[src/design/touch_scan_hysteresis_detector_defines.svh]
// Assertion macros for the touch scan hysteresis detector.
`ifndef TOUCH_SCAN_HYSTERESIS_DETECTOR_DEFINES_SVH
`define TOUCH_SCAN_HYSTERESIS_DETECTOR_DEFINES_SVH

// same-cycle implication, sampled on clk, off during reset
`define TSHD_ASSERT_IMPL(lbl, ante, cons, msg) \
	lbl: assert property (@(posedge clk) disable iff (!arst_n) (ante) |-> (cons)) \
		else $error(msg);

// next-cycle implication, sampled on clk, off during reset
`define TSHD_ASSERT_NEXT(lbl, ante, cons, msg) \
	lbl: assert property (@(posedge clk) disable iff (!arst_n) (ante) |=> (cons)) \
		else $error(msg);

`endif

[src/design/tshd_pkg.sv]
// Shared types and constants of the touch scan hysteresis detector.
package tshd_pkg;

	localparam int CHANNELS_DEF = 6;
	localparam int SAMPLE_W     = 16;
	localparam int LEVEL_W      = 12;
	localparam int GAP_W        = 16;
	localparam int SCAN_W       = 5;
	localparam int CHAN_OUT_W   = 3;
	localparam int MASK_W       = 6;
	localparam int ADDR_W       = 4;
	localparam int DATA_W       = 32;
	localparam int SHIFT        = 4;

	localparam logic [GAP_W-1:0]   GAP_RESET   = 16'd100;
	localparam logic [LEVEL_W-1:0] PRESS_RESET = 12'd200;
	localparam logic [LEVEL_W-1:0] DROP_RESET  = 12'd120;
	localparam logic [LEVEL_W-1:0] BASE_RESET  = '1;

	localparam logic [1:0] REG_GAP   = 2'd0;
	localparam logic [1:0] REG_PRESS = 2'd1;
	localparam logic [1:0] REG_DROP  = 2'd2;

	typedef struct packed {
		logic [GAP_W-1:0]   gap_ticks;
		logic [LEVEL_W-1:0] press_level;
		logic [LEVEL_W-1:0] release_drop;
	} cfg_t;

	typedef struct packed {
		logic                conv_done;
		logic                conv_valid;
		logic [SAMPLE_W-1:0] conv_sample;
	} item_t;

	typedef struct packed {
		logic                  start_conv;
		logic [CHAN_OUT_W-1:0] conv_channel;
		logic                  change_irq;
		logic [MASK_W-1:0]     pressed_mask;
		logic [LEVEL_W-1:0]    touch_level;
	} result_t;

endpackage

[src/design/touch_scan_hysteresis_detector.sv]
// Top level of the touch scan hysteresis detector.
// Each accepted item is one tick of converter status and yields exactly one result item.
// The block takes a new item every cycle when the result side keeps up: an input register
// feeds the scan sequencer and channel state, whose next result is loaded into an output
// register when the held item advances. While the output register is stalled, one more
// item is held in the input register before item_stall rises. Sustained rate is one item
// per clock when not stalled, set by the update of the selected channel's baseline and flag.
`include "touch_scan_hysteresis_detector_defines.svh"

module touch_scan_hysteresis_detector #(
	parameter int CHANNELS = tshd_pkg::CHANNELS_DEF
) (
	input  logic                            clk,
	input  logic                            arst_n,
	input  logic                            psel,
	input  logic                            penable,
	input  logic                            pwrite,
	input  logic [tshd_pkg::ADDR_W-1:0]     paddr,
	input  logic [tshd_pkg::DATA_W-1:0]     pwdata,
	output logic [tshd_pkg::DATA_W-1:0]     prdata,
	output logic                            pready,
	input  logic                            item_valid,
	output logic                            item_stall,
	input  logic                            conv_done,
	input  logic                            conv_valid,
	input  logic [tshd_pkg::SAMPLE_W-1:0]   conv_sample,
	output logic                            result_valid,
	input  logic                            result_stall,
	output logic                            start_conv,
	output logic [tshd_pkg::CHAN_OUT_W-1:0] conv_channel,
	output logic                            change_irq,
	output logic [tshd_pkg::MASK_W-1:0]     pressed_mask,
	output logic [tshd_pkg::LEVEL_W-1:0]    touch_level
);
	import tshd_pkg::*;

	cfg_t    cfg;
	item_t   item_s1;
	logic    valid_s1;
	result_t res_next;
	result_t res_s2;
	logic    valid_s2;
	logic    adv, load_s1;

	tshd_regs u_regs (
		.clk     (clk),
		.arst_n  (arst_n),
		.psel    (psel),
		.penable (penable),
		.pwrite  (pwrite),
		.paddr   (paddr),
		.pwdata  (pwdata),
		.prdata  (prdata),
		.pready  (pready),
		.cfg     (cfg)
	);

	tshd_core #(.CHANNELS(CHANNELS)) u_core (
		.clk    (clk),
		.arst_n (arst_n),
		.cfg    (cfg),
		.item   (item_s1),
		.adv    (adv),
		.result (res_next)
	);

	assign adv        = valid_s1 && (!valid_s2 || !result_stall);
	assign item_stall = valid_s1 && !adv;
	assign load_s1    = item_valid && !item_stall;

	always_ff @(posedge clk or negedge arst_n) begin
		if (!arst_n) begin
			valid_s1 <= 1'b0;
			valid_s2 <= 1'b0;
		end else begin
			if (load_s1) begin
				valid_s1 <= 1'b1;
			end else if (adv) begin
				valid_s1 <= 1'b0;
			end
			if (adv) begin
				valid_s2 <= 1'b1;
			end else if (!result_stall) begin
				valid_s2 <= 1'b0;
			end
		end
	end

	always_ff @(posedge clk) begin
		if (load_s1) begin
			item_s1.conv_done   <= conv_done;
			item_s1.conv_valid  <= conv_valid;
			item_s1.conv_sample <= conv_sample;
		end
		if (adv) begin
			res_s2 <= res_next;
		end
	end

	assign result_valid = valid_s2;
	assign start_conv   = res_s2.start_conv;
	assign conv_channel = res_s2.conv_channel;
	assign change_irq   = res_s2.change_irq;
	assign pressed_mask = res_s2.pressed_mask;
	assign touch_level  = res_s2.touch_level;

	`TSHD_ASSERT_IMPL(a_stall_needs_item, item_stall, valid_s1, "stall without held item")
	`TSHD_ASSERT_NEXT(a_s1_hold, valid_s1 && !adv, valid_s1 && $stable(item_s1), "held item lost")
	`TSHD_ASSERT_NEXT(a_adv_fills_out, adv, valid_s2, "advanced item not in output register")
	`TSHD_ASSERT_IMPL(a_start_no_irq, valid_s2 && res_s2.start_conv, !res_s2.change_irq, "start with change")

endmodule

[src/design/tshd_regs.sv]
// Configuration register file with APB-style access.
module tshd_regs (
	input  logic                          clk,
	input  logic                          arst_n,
	input  logic                          psel,
	input  logic                          penable,
	input  logic                          pwrite,
	input  logic [tshd_pkg::ADDR_W-1:0]   paddr,
	input  logic [tshd_pkg::DATA_W-1:0]   pwdata,
	output logic [tshd_pkg::DATA_W-1:0]   prdata,
	output logic                          pready,
	output tshd_pkg::cfg_t                cfg
);
	import tshd_pkg::*;

	logic       wr_en;
	logic [1:0] reg_idx;
	cfg_t       cfg_q;

	assign pready  = 1'b1;
	assign wr_en   = psel & penable & pwrite & pready;
	assign reg_idx = paddr[3:2];
	assign cfg     = cfg_q;

	always_ff @(posedge clk or negedge arst_n) begin
		if (!arst_n) begin
			cfg_q.gap_ticks    <= GAP_RESET;
			cfg_q.press_level  <= PRESS_RESET;
			cfg_q.release_drop <= DROP_RESET;
		end else if (wr_en) begin
			case (reg_idx)
				REG_GAP:   cfg_q.gap_ticks    <= pwdata[GAP_W-1:0];
				REG_PRESS: cfg_q.press_level  <= pwdata[LEVEL_W-1:0];
				REG_DROP:  cfg_q.release_drop <= pwdata[LEVEL_W-1:0];
				default: ;
			endcase
		end
	end

	always_comb begin
		case (reg_idx)
			REG_GAP:   prdata = DATA_W'(cfg_q.gap_ticks);
			REG_PRESS: prdata = DATA_W'(cfg_q.press_level);
			REG_DROP:  prdata = DATA_W'(cfg_q.release_drop);
			default:   prdata = '0;
		endcase
	end

endmodule

[src/design/tshd_core.sv]
// Scan sequencer, per-channel baseline and pressed state, and the next result.
module tshd_core #(
	parameter int CHANNELS = tshd_pkg::CHANNELS_DEF
) (
	input  logic              clk,
	input  logic              arst_n,
	input  tshd_pkg::cfg_t    cfg,
	input  tshd_pkg::item_t   item,
	input  logic              adv,
	output tshd_pkg::result_t result
);
	import tshd_pkg::*;

	localparam int IDX_W = (CHANNELS > 1) ? $clog2(CHANNELS) : 1;
	localparam logic [SCAN_W-1:0] SCAN_LAST  = SCAN_W'(CHANNELS);
	localparam logic [SCAN_W-1:0] SCAN_BEFORE = '1;

	localparam logic [1:0] PHASE_GAP  = 2'd0;
	localparam logic [1:0] PHASE_PICK = 2'd1;
	localparam logic [1:0] PHASE_WAIT = 2'd2;

	logic [1:0]         phase_q, phase_d;
	logic [GAP_W-1:0]   gap_count_q, gap_count_d;
	logic [SCAN_W-1:0]  scan_q, scan_d, scan_inc;
	logic [LEVEL_W-1:0] level_q, level_d;
	logic [LEVEL_W-1:0] base_q [CHANNELS];
	logic [CHANNELS-1:0] flag_q, flag_n;
	logic [LEVEL_W-1:0] base_n [CHANNELS];

	logic [IDX_W-1:0]   ch;
	logic [LEVEL_W-1:0] val, base_rd, base_new, lvl;
	logic               flag_rd, now, upd, start;
	logic signed [LEVEL_W+1:0] thr, lvl_s;
	logic [MASK_W-1:0]  mask;

	assign scan_inc = scan_q + 1'b1;
	assign ch       = scan_q[IDX_W-1:0];
	assign val      = item.conv_sample[SAMPLE_W-1:SHIFT];
	assign base_rd  = base_q[ch];
	assign flag_rd  = flag_q[ch];
	assign base_new = (val < base_rd) ? val : base_rd;
	assign lvl      = val - base_new;
	assign lvl_s    = $signed({2'b00, lvl});
	assign thr      = $signed({2'b00, cfg.press_level})
		- (flag_rd ? $signed({2'b00, cfg.release_drop}) : $signed((LEVEL_W+2)'(0)));
	assign now      = lvl_s > thr;

	always_comb begin
		phase_d     = phase_q;
		gap_count_d = gap_count_q;
		scan_d      = scan_q;
		level_d     = level_q;
		start       = 1'b0;
		upd         = 1'b0;
		case (phase_q)
			PHASE_GAP: begin
				if (gap_count_q == '0) begin
					phase_d = PHASE_PICK;
					scan_d  = SCAN_BEFORE;
				end else begin
					gap_count_d = gap_count_q - 1'b1;
				end
			end
			PHASE_PICK: begin
				scan_d = scan_inc;
				if (scan_inc >= SCAN_LAST) begin
					gap_count_d = cfg.gap_ticks;
					phase_d     = PHASE_GAP;
				end else begin
					phase_d = PHASE_WAIT;
					start   = 1'b1;
				end
			end
			PHASE_WAIT: begin
				if (item.conv_done) begin
					phase_d = PHASE_PICK;
					upd     = item.conv_valid && (scan_q < SCAN_LAST);
					if (upd) begin
						level_d = lvl;
					end
				end
			end
			default: phase_d = PHASE_GAP;
		endcase
	end

	always_comb begin
		for (int i = 0; i < CHANNELS; i++) begin
			if (upd && scan_q == SCAN_W'(i)) begin
				flag_n[i] = now;
				base_n[i] = base_new;
			end else begin
				flag_n[i] = flag_q[i];
				base_n[i] = base_q[i];
			end
		end
	end

	for (genvar g = 0; g < MASK_W; g++) begin : g_mask
		if (g < CHANNELS) begin : g_on
			assign mask[g] = flag_n[g];
		end else begin : g_off
			assign mask[g] = 1'b0;
		end
	end

	always_ff @(posedge clk or negedge arst_n) begin
		if (!arst_n) begin
			phase_q     <= PHASE_GAP;
			gap_count_q <= GAP_RESET;
			scan_q      <= SCAN_BEFORE;
			level_q     <= '0;
			flag_q      <= '0;
			for (int i = 0; i < CHANNELS; i++) begin
				base_q[i] <= BASE_RESET;
			end
		end else if (adv) begin
			phase_q     <= phase_d;
			gap_count_q <= gap_count_d;
			scan_q      <= scan_d;
			level_q     <= level_d;
			flag_q      <= flag_n;
			for (int i = 0; i < CHANNELS; i++) begin
				base_q[i] <= base_n[i];
			end
		end
	end

	assign result.start_conv   = start;
	assign result.conv_channel = scan_d[CHAN_OUT_W-1:0];
	assign result.change_irq   = upd & (now != flag_rd);
	assign result.pressed_mask = mask;
	assign result.touch_level  = level_d;

endmodule
[config.mk]
export PLATFORM = sky130hd
export DESIGN_NAME = touch_scan_hysteresis_detector
export DESIGN_NICKNAME = d
export VERILOG_FILES = /design/src/design/tshd_pkg.sv /design/src/design/touch_scan_hysteresis_detector.sv /design/src/design/tshd_regs.sv /design/src/design/tshd_core.sv
export VERILOG_INCLUDE_DIRS = /design/src /design/src/design
export SDC_FILE = /design/constraint.sdc
export NUM_CORES = 1
export LEC_CHECK = 0
export ABC_AREA = 1
export BUFFER_PORTS_ARGS = -buffer_cell sky130_fd_sc_hd__buf_4
export CORE_UTILIZATION = 59
export DETAILED_ROUTE_END_ITERATION = 7
export PLACE_DENSITY_LB_ADDON = 0.12
export SLEW_MARGIN = 30
export SYNTH_ARGS = -nofsm -noshare
export SYNTH_HDL_FRONTEND = slang
export SYNTH_SLANG_ARGS = --single-unit
[constraint.sdc]
create_clock -name clk -period 7.4 [get_ports clk]
set_input_delay 0.74 -clock clk [delete_from_list [all_inputs] [get_ports clk]]
set_output_delay 0.74 -clock clk [all_outputs]
set_load 0.01 [all_outputs]
# [Word-level counts from Yosys, hierarchy flattened]
# Index checks and enable logic that the tools add are counted.
# Widths: inputs -> output; s select.
[classes] div=0 muxes=33 n_shift=0 n_lt_le_gt_ge=6 n_mul=0 n_addsub=4 n_bitwise=4 eq_ne=15 n_reduce_logical=33
[op_table] cell="$mux 12" count=7
[op_table] cell="$pmux 16 s3" count=1
[op_table] cell="$bmux 12 s3" count=1
[op_table] cell="$mux 16" count=2
[op_table] cell="$pmux 16 s2" count=1
[op_table] cell="$reduce_and 2->1" count=9
[op_table] cell="$logic_not 16->1" count=1
[op_table] cell="$sub 16x1->16 const B" count=1
[op_table] cell="$gt 13x14->1" count=1
[op_table] cell="$mux 1" count=14
[op_table] cell="$sub 13x14->14" count=1
[op_table] cell="$lt 12x12->1" count=1
[op_table] cell="$sub 12x12->12" count=1
[op_table] cell="$eq 5x2->1 const B" count=2
[op_table] cell="$eq 5x3->1 const B" count=2
[op_table] cell="$logic_and 1x1->1" count=10
[op_table] cell="$pmux 5 s2" count=1
[op_table] cell="$mux 2" count=3
[op_table] cell="$ne 2x1->1 const B" count=3
[op_table] cell="$pmux 2 s3" count=1
[op_table] cell="$reduce_and 3->1" count=2
[op_table] cell="$add 5x1->5 const B" count=1
[op_table] cell="$eq 5x1->1 const B" count=1
[op_table] cell="$ge 5x3->1 const B" count=1
[op_table] cell="17 further kinds" count=27
[totals] out_inout_bits=58 memories=0 elab_cells=120 ff_bits=196 ramBits=0 in_bits=61 romBits=0 latchBits=0

# [Depth between registers and ports, before layout]
# Gate-level depths: netlist (run 1).
[logic_depth] ltp_word=10 depth_mapped=38 mapped_depth_nobuf=36

# [Modules after synthesis]
# From an unflattened synthesis (run 1), not the netlist that was laid out.
[hier_totals] cells_unflattened=1353 area_unflattened_um2=11069.4
[modules_own_cells] mod="tshd_core" n_inst=1 cells_per_inst=1038 seq_area_each_um2=2927.8 area_each_um2=7767.4
[modules_own_cells] mod="tshd_regs" n_inst=1 cells_per_inst=262 seq_area_each_um2=1013.5 area_each_um2=1975.6
[modules_own_cells] mod="touch_scan_hysteresis_detector" n_inst=1 cells_per_inst=53 seq_area_each_um2=1281.2 area_each_um2=1326.3

# [Worst setup path before layout (run 1)]
# No wires, ideal clock.
[synth_path] path_kind="register to register" startpoint="reg u_core.scan_q[0]" endpoint="reg res_s2 (netlist bit change_irq) (data pin)" synth_period_minus_slack_ns=5.642 arrival_ns=5.383 path_stages_with_launch=35 required_time_ns=7.141 path_slack_ns=1.758 n_path_buf=5 setup_time_ns=0.259 cell_sequence="dfstp_2 > buf_2 > clkbuf_1 > clkbuf_1 > o21ai_0 > o22ai_1 > a2bb2oi_1 > ha_1 > a21oi_1 > o21a_1 > o221a_2 > nand2_2 > buf_8 > buf_2 > o21ai_0 > inv_1 > ha_1 > inv_1 > ha_1 > inv_1 > nand2_1 > nand2_1 > nand3_2 > nand2_1 > nand3_1 > nand2_1 > ha_1 > nand2_1 > nor2_1 > a211oi_1 > a21oi_1 > o311ai_0 > nand2_2 > o21ai_0 > a21oi_1"
[synth_rtl] element="from (decl)" line_no="tshd_core.sv:24" rtl="logic [SCAN_W-1:0] scan_q, scan_d, scan_inc;"
[synth_rtl] element="from (signal assigned)" line_no="tshd_core.sv:120" rtl="scan_q <= scan_d;"
[synth_rtl] element="to (signal assigned)" line_no="touch_scan_hysteresis_detector.sv:96" rtl="res_s2 <= res_next;"
[synth_rtl] element="to (decl)" line_no="touch_scan_hysteresis_detector.sv:41" rtl="result_t res_s2;"

==> qor.txt, run 1 <==
Status: finished clean
WS Path Type: reg -> reg
Initial Utilization: 0.611
Mean Syn Cell Area: 8.35 sq um
Internal power: 2.69 mW
Grt met1 use: 0.412
Dominant synthesized flop cell: dfstp_2
Reg2reg start: u_core.scan_q[1]
Filler Cell Count: 1453
GRT Residual Overflow: 0
WP data required: 7.57 ns
Crit share post-route: 0.864
Total power: 5.06 mW
Critical-path maximum fanout: 19
R2r endpoint: pressed_mask[2]
EDFF count, synth: 37
Mapped Area: 10700 sq um
Clk buf depth: 2
Max_cap viols: 0
Lkg Pwr: 5.57 nW
Peak VDD IR: 0.277 mV
Worst Path Arrival: 6.56 ns
Largest area contributor in the netlist: dfstp_2
Clk sinks: 192
Vias in the first global route: 7896
Clock Pin Slew Worst Setup and Hold Paths: 0.07 ns
Share of power burned in registers: 0.270
Non-Filler Instances: 1573
Die W: 137 microns
Row cnt: 48
I/O Buffers: 79
Most used routing layer: met2
Final hold vios: 0
Hold WC Path Type: in -> async
Cts hold-fix bufs: 0
Layout Skew: 0.0121 ns
R2R setup slack: 1.01 ns
Layout Utilization: 0.680
Final max-slew violation count: 0
Largest net degree at the start of global routing: 86
Clk Latency, worst-skew pair: 0.44 ns
Synth async-reset ratio: 0.807
Final wirelength: 25200 microns
Die area: 18700 sq um
Startpoint Class: flop
Net Sw Frac: 0.468
Slowest Stage Delay on Critical Path: 0.80 ns
Slew Limit Headroom: 0.396
CP max-delay cell: dfstp_2
Multi-input gate area: 4810 sq um
Synth top area cells: dfstp_2 22%, dfrtp_1 15%, nand2_1 11%
ANT nets after route: 0
Top-count cell post-synth: nand2_1
Area Growth Syn to Fin: 11.2%
Met3 GRT Util: 0.0563
I/O pins: 119
First DRT Iteration DRCs: 669
Via count: 8813
Clock share of power: 0.179
WL per Instance: 16.0 microns
Setup TNS: 0 ns
PD cells: 424 nW/um^2
Worst Reg2Reg Path Length in Cells: 32
Synth warn: 0
Core Region: 17500 sq um
RSZ-0062 raised after global routing: false
Fraction of layout cells with a size suffix above 1: 0.190
Fmax: 156 MHz
Synth Instances: 1284
Top post-synthesis cells by count: 324 x nand2_1, 179 x o21ai_0, 130 x inv_1
Gate power share: 0.551
Crit. End Element: flop
Setup Fix Bufs, Post-CTS: 0
Initial antenna violation count: 0
Yosys top cell area share: 0.221
DIE HEIGHT: 137 microns
GR Util All Layers: 0.283
Cells after DPL: 1542
Ant. Diodes: 0
Final setup viols: 0
Sequential cell area fraction in the yosys report: 0.476
Met2 usage: 0.437
Fin nets: 1447
CTS Buf Count: 17
H-tree depth: 4
Drt pass-1 iters: 5
Clock Tree Root: clkbuf_16
Most used cell, CP: nand2_1
DRC: 0
Yosys cell types: 59
HPWL Detailed: 17800 microns
Register area: 5100 sq um
CTS tree: done
Place WS: 1.08 ns
Worst-margin pin slew: 0.903 ns
NetSw: 2.37 mW
Final critical-path setup slack: 1.01 ns
Crit path time final: 6.39 ns
Post-CTS Resized: 0
First-pass GRT wire length: 40600 microns
FF+latch count, synth: 192
Vias per cell: 5.60
GPL Wtd Cong: 0.951
==> placed cells by master, fill, tap and decap left out, types with 3 or more instances in the layout <==
cell         n
o21ai_1     22
edfxtp_1    37
nand3_1     40
xor2_1      13
a32oi_1      3
inv_6        5
xnor2_1      7
o21a_1       5
nand3_2      3
nand2_1    323
o311ai_0     4
a31oi_1      3
buf_4       83
dfstp_2     90
nand2_2      7
a21oi_1     45
inv_2        6
nor3_2       3
o21ai_0    179
or2_2       11
o221ai_1     4
ha_1        49
a2bb2oi_1    7
nor2_1      78
dfrtp_1     65
inv_1      130
conb_1      17
nor3_1      10
nor2_2       6
o22ai_1     14
nand4_1      8
clkbuf_16   17
o211ai_1    13
==> worst max path at each step <==
stage	from	end	slack, ns	depth (start not counted)
after floorplan	u_core.scan_q[0]	change_irq	1.76	34
after global placement	u_core.scan_q[1]	pressed_mask[3]	1.18	32
after detailed placement	u_core.scan_q[2]	pressed_mask[2]	1.08	32
after CTS	u_core.scan_q[2]	pressed_mask[2]	1.05	32
after global routing	u_core.scan_q[1]	pressed_mask[3]	0.35	33
final	u_core.scan_q[1]	pressed_mask[2]	1.01	32
==> cell type report <==
cell class                      instances  share of cell area
Clock buffer                           19              0.0372
Clock inverter                         12              0.0102
Inverter                              137              0.0434
Multi-Input combinational cell        903               0.403
Sequential cell                       192               0.428
Tap cell                              225              0.0236
Timing Repair Buffer                   85              0.0542
==> metal layers <==
layer | wire length (microns) | share of wire
met1 | 11800 | 0.47
met5 | 0 | 0
met4 | 364 | 0.014
met3 | 1480 | 0.059
met2 | 11500 | 0.46
==> worst max-delay path, delay by kind of cell, from the launching register on <==
kind,cells,cell delay [ns]
buffers and inverters,6,1.02
adders and majority gates,4,1.05
DFF,1,0.80
and+or+nand+nor,12,1.35
AOI/OAI and AO/OA,10,1.86
==> state kept, by name, summed over array words and instances (netlist names), 2 cells and up <==
signal / flops
u_core.level_q: 12
conv_channel: 3
u_regs.cfg: 40
item_s1: 14
touch_level: 12
pressed_mask: 6
u_core.scan_q: 5
u_core.phase_q: 2
u_core.base_q: 72
u_core.gap_count_q: 16
u_core.flag_q: 6
==> power by group through the flow <==
stage               logic, mW  registers (mW)  clock network, mW
floorplan                2.12            1.34                  0
global placement         2.71            1.38                  0
detailed placement       2.76            1.38                  0
CTS                      2.78            1.36              0.911
global route             3.19            1.38              0.950
finish                   2.78            1.37              0.906
==> through the flow <==
| step | cell area [sq um] | hold slack, ns |
|---|---|---|
| after CTS | 11900 | 0.393 |
| after global placement | 11300 | 0.455 |
| after floorplan | 10800 | 0.434 |
| after detailed placement | 11300 | 0.455 |
| final | 11900 | 0.355 |
| after global routing | 11900 | 0.438 |
==> logic make-up (layout without fill, tap and decap cells) <==
logic type / after synthesis / in the layout / share of synthesized area
AND/OR/NAND/NOR: 503 / 503 / 0.201
AO/OA/AOI/OAI: 311 / 311 / 0.162
buffers and inverters: 204 / 253 / 0.0824
flip-flops: 192 / 192 / 0.476
adder cells (fa/ha/maj): 50 / 50 / 0.0591
XOR/XNOR: 21 / 21 / 0.0179
other: 2 / 17 / 0.000701
multiplexers: 1 / 1 / 0.00105
Note: power is estimated with default switching activity, not from simulation.
==> inputs of run 2 (changes only) <==
Settings changed: PLACE_DENSITY set to 0.81, PLACE_DENSITY_LB_ADDON 0.12 to not set.
==> run 2 against run 1 <==
Sequential share of layout area unchanged; clock skew decreased by 0.0012 ns; cell count unchanged; clock power increased by 1%; worst hold slack got worse by 0.0021 ns; non-clock buffer count decreased by 1; first-iteration DRC count increased by 34%; sequential power about the same; register-to-register slack got worse by 0.37 ns; critical endpoint unchanged.
==> qor.txt, run 2 (synthesis gave the netlist of run 1 again) <==
Status: finished clean
Setup TNS: 0 ns
Lkg Pwr: 5.57 nW
Via count: 9003
Most frequent cells in the layout: 323 x nand2_1, 179 x o21ai_0, 130 x inv_1
Fin nets: 1446
Critical path buffers and inverters: 5
Core Region: 17500 sq um
Largest Register: u_core.base_q
Drt pass-1 iters: 6
Largest register FFs: 72
Vias per cell: 5.72
Final max-slew violation count: 0
Initial Utilization: 0.611
Ant. Diodes: 0
Post-CTS Resized: 0
RSZ-0062 raised after global routing: false
Layout Skew: 0.0109 ns
GRT Residual Overflow: 0
ANT nets after route: 0
DRC: 0
Worst-margin pin slew: 0.942 ns
Setup Fix Bufs, Post-CTS: 0
Crit path time final: 6.77 ns
First DRT Iteration DRCs: 894
Critical-path maximum fanout: 30
Worst Path Arrival: 6.95 ns
I/O Buffers: 79
CP max-delay cell: dfstp_2
R2r endpoint: pressed_mask[2]
First-pass GRT wire length: 41000 microns
Hold WC Path Type: in -> async
Clock Tree Root: clkbuf_16
Final wirelength: 25500 microns
Cts hold-fix bufs: 0
HPWL Detailed: 17700 microns
Die area: 18700 sq um
Final setup viols: 0
Max_cap viols: 0
Clk Latency, worst-skew pair: 0.45 ns
Die W: 137 microns
GR Util All Layers: 0.287
Post-route cell area: 11900 sq um
Reg2reg start: u_core.scan_q[1]
Filler Cell Count: 1414
Vias in the first global route: 8188
Startpoint Class: flop
Largest net degree at the start of global routing: 91
DIE HEIGHT: 137 microns
Place WS: 0.812 ns
PD cells: 427 nW/um^2
GPL Wtd Cong: 0.913
Peak VDD IR: 0.276 mV
Layout Utilization: 0.680
H-tree depth: 4
Row cnt: 48
Slowest Stage Delay on Critical Path: 0.83 ns
Fraction of layout cells with a size suffix above 1: 0.190
Area Growth Syn to Fin: 11.2%
Final hold vios: 0
Slew Limit Headroom: 0.370
CTS tree: done
CP top delay family: compound AO/OA/AOI/OAI gates
Clk sinks: 192
Crit share post-route: 0.914
Clock Pin Slew Worst Setup and Hold Paths: 0.07 ns
R2R setup slack: 0.63 ns
WP data required: 7.58 ns
DP Area: 11300 sq um
Worst Reg2Reg Path Length in Cells: 30
Fmax: 148 MHz
WS Path Type: reg -> reg
I/O pins: 119
WL per Instance: 16.2 microns
Initial antenna violation count: 0
Crit. End Element: flop
CTS Buf Count: 17
Final critical-path setup slack: 0.635 ns
Clk buf depth: 2
Commonest non-fill, non-tap cell in the layout: nand2_1
==> run 2: cell types whose count changed in the layout (fill, tap and decap cells not counted), sizes merged <==
| cell | change |
|---|---|
| clkinv | +1 |
| buf | -1 |
| clkbuf | -1 |
| clkinvlp | +1 |
==> run 2: worst max path at each step <==
stage / startpoint / end / cells after the start / slack (ns)
global placement: u_core.scan_q[1] / pressed_mask[2] / 30 / 1.0
floorplan: u_core.scan_q[0] / change_irq / 34 / 1.76
global route: u_core.scan_q[2] / change_irq / 30 / 0.1
CTS: u_core.scan_q[1] / pressed_mask[2] / 30 / 0.78
detailed placement: u_core.scan_q[1] / pressed_mask[2] / 30 / 0.81
finish: u_core.scan_q[1] / pressed_mask[2] / 30 / 0.63
==> run 2: cell type report <==
type,count,area [sq um],area share
sequential,192,5100,0.428
clock inverter,14,146,0.0123
multi-input combinational,903,4810,0.403
timing repair buffer,84,634,0.0532
inverter,137,517,0.0434
tap,225,282,0.0236
clock buffer,18,429,0.0360
==> run 2: report_power, final <==
group	total [mW]	internal (mW)	switching, mW	leakage [nW]
Combinational	2.79	0.967	1.83	3.21
Clock	0.919	0.476	0.443	0.276
Sequential	1.37	1.24	0.131	2.08
Total	5.09	2.69	2.40	5.57
==> run 2: per-stage QoR <==
step           hold WS, ns  cells  total power, mW
5_1_grt              0.419   1573             5.53
3_5_place_dp         0.455   1541             4.13
4_1_cts              0.393   1573             5.07
2_1_floorplan        0.434   1299             3.46
6_report             0.353   1573             5.09
3_3_place_gp         0.454   1541             4.03
==> run 2: metal layers <==
layer / vias up / GRT usage / wire, microns
met3: 46 / 0.0493 / 1700
met1: 4292 / 0.410 / 11400
met4: 0 / 0.0965 / 529
li1: 4315 / - / -
met5: - / 0 / 0
met2: 350 / 0.443 / 11900
==> inputs of run 3 (changes only) <==
Settings changed: CORE_UTILIZATION 59 to 60, PLACE_DENSITY 0.81 to 0.82, SYNTH_HIERARCHICAL set to 1.
==> run 3 against run 2 <==
Highest routed layer unchanged; global-route usage is 0.50 points higher; worst hold slack better by 0.024 ns; first-iteration DRC count is 4.8% lower; design area increased by 1.7%.
==> qor.txt, run 3 <==
Via count: 9315
Status: finished clean
Startpoint Class: flop
Crit share post-route: 0.881
Commonest non-fill, non-tap cell in the layout: nand2_1
RSZ-0062 raised after global routing: false
DP Area: 11500 sq um
Synth warn: 6
Fraction of layout cells with a size suffix above 1: 0.191
Core Region: 17900 sq um
Filler Cell Count: 1451
Die W: 137 microns
Peak VDD IR: 0.236 mV
DRC: 0
Initial antenna violation count: 0
Clk buf depth: 2
Largest register FFs: 72
Ant. Diodes: 0
Worst-margin pin slew: 0.912 ns
Critical-path maximum fanout: 36
First-pass GRT wire length: 42100 microns
I/O Buffers: 79
Initial Utilization: 0.612
Setup Fix Bufs, Post-CTS: 0
Total power: 4.96 mW
DIE HEIGHT: 137 microns
I/O pins: 119
WP data required: 7.64 ns
Largest Register: u_core/base_q
Mean Syn Cell Area: 8.12 sq um
Register area: 5100 sq um
Crit path time final: 6.52 ns
Most frequent cells in the layout: 404 x nand2_1, 154 x o21ai_0, 119 x inv_1
CP max-delay cell: dfstp_2
ANT nets after route: 0
Max_cap viols: 0
Setup TNS: 0 ns
First DRT Iteration DRCs: 851
Clock Pin Slew Worst Setup and Hold Paths: 0.07 ns
Worst Path Arrival: 6.76 ns
Largest net degree at the start of global routing: 84
Synth Instances: 1349
Final wirelength: 26400 microns
Die area: 18800 sq um
Vias in the first global route: 8679
GPL Wtd Cong: 0.886
Multi-input gate area: 5000 sq um
Critical path buffers and inverters: 5
Post-route cell area: 12100 sq um
Clk Latency, worst-skew pair: 0.44 ns
Vias per cell: 5.68
Final setup viols: 0
WL per Instance: 16.1 microns
Cts hold-fix bufs: 0
PD cells: 409 nW/um^2
Critical path launch point: u_core/scan_q[2]
Fin nets: 1505
Slowest Stage Delay on Critical Path: 0.65 ns
Drt pass-1 iters: 6
Mapped Area: 10900 sq um
Crit. End Element: flop
WS Path Type: reg -> reg
Clock Tree Root: clkbuf_16
GR Util All Layers: 0.292
Final max-slew violation count: 0
Lkg Pwr: 5.87 nW
Reg2reg start: u_core/scan_q[2]
H-tree depth: 4
Clk sinks: 192
Row cnt: 49
Fmax: 153 MHz
Hold WC Path Type: in -> async
CP top delay family: compound AO/OA/AOI/OAI gates
HPWL Detailed: 17900 microns
CTS tree: done
Post-CTS Resized: 0
Area Growth Syn to Fin: 10.7%
Layout Skew: 0.0171 ns
GRT Residual Overflow: 0
CTS Buf Count: 17
Final hold vios: 0
Slew Limit Headroom: 0.391
## run 3: routing by layer
layer	GRT usage	wire length [microns]
met3	0.0481	1540
met4	0.117	695
met1	0.389	11300
met5	0	0
met2	0.475	12800
## run 3: final timing paths
check                      cells past startpoint  slack, ns                  to
setup / recovery                              33       0.88          change_irq
hold / removal                                 1       0.38  u_core/level_q[11]
setup reg to reg                              33       0.88          change_irq
hold reg to reg                                2       0.48       u_regs/cfg[6]
max in group asynchronous                      2       5.93    u_core/flag_q[5]
min in group clk                               2       0.48       u_regs/cfg[6]
## run 3: worst register-to-register path: cells and delay by family, from the launching register on
kind                     cells  cell delay [ns]
AO/OA/AOI/OAI               14             2.16
XOR/XNOR                     1             0.33
adder cells (fa/ha/maj)      4             1.02
buffers and inverters        5             0.58
flip-flops                   1             0.65
AND/OR/NAND/NOR              9             1.60
## run 3: layout make-up
| class | instances | area share |
|---|---|---|
| Multi-Input combinational cell | 967 | 0.413 |
| Clock buffer | 18 | 0.0372 |
| Clock inverter | 14 | 0.0104 |
| Sequential cell | 192 | 0.421 |
| Inverter | 133 | 0.0414 |
| Tap cell | 229 | 0.0236 |
| Timing Repair Buffer | 86 | 0.0539 |
## run 3: through the flow
| step | hold slack, ns | utilization | setup slack [ns] | instances |
|---|---|---|---|---|
| CTS | 0.384 | 0.677 | 1.04 | 1639 |
| floorplan | 0.442 | - | 1.62 | 1364 |
| detailed placement | 0.468 | 0.645 | 1.11 | 1607 |
| finish | 0.377 | 0.677 | 0.881 | 1639 |
| global route | 0.429 | 0.677 | 0.530 | 1639 |
| global placement | 0.454 | 0.645 | 1.24 | 1607 |
## run 3: power breakdown
group | internal, mW | total, mW | switching, mW
logic | 0.942 | 2.69 | 1.75
clock network | 0.461 | 0.888 | 0.426
registers | 1.25 | 1.38 | 0.135
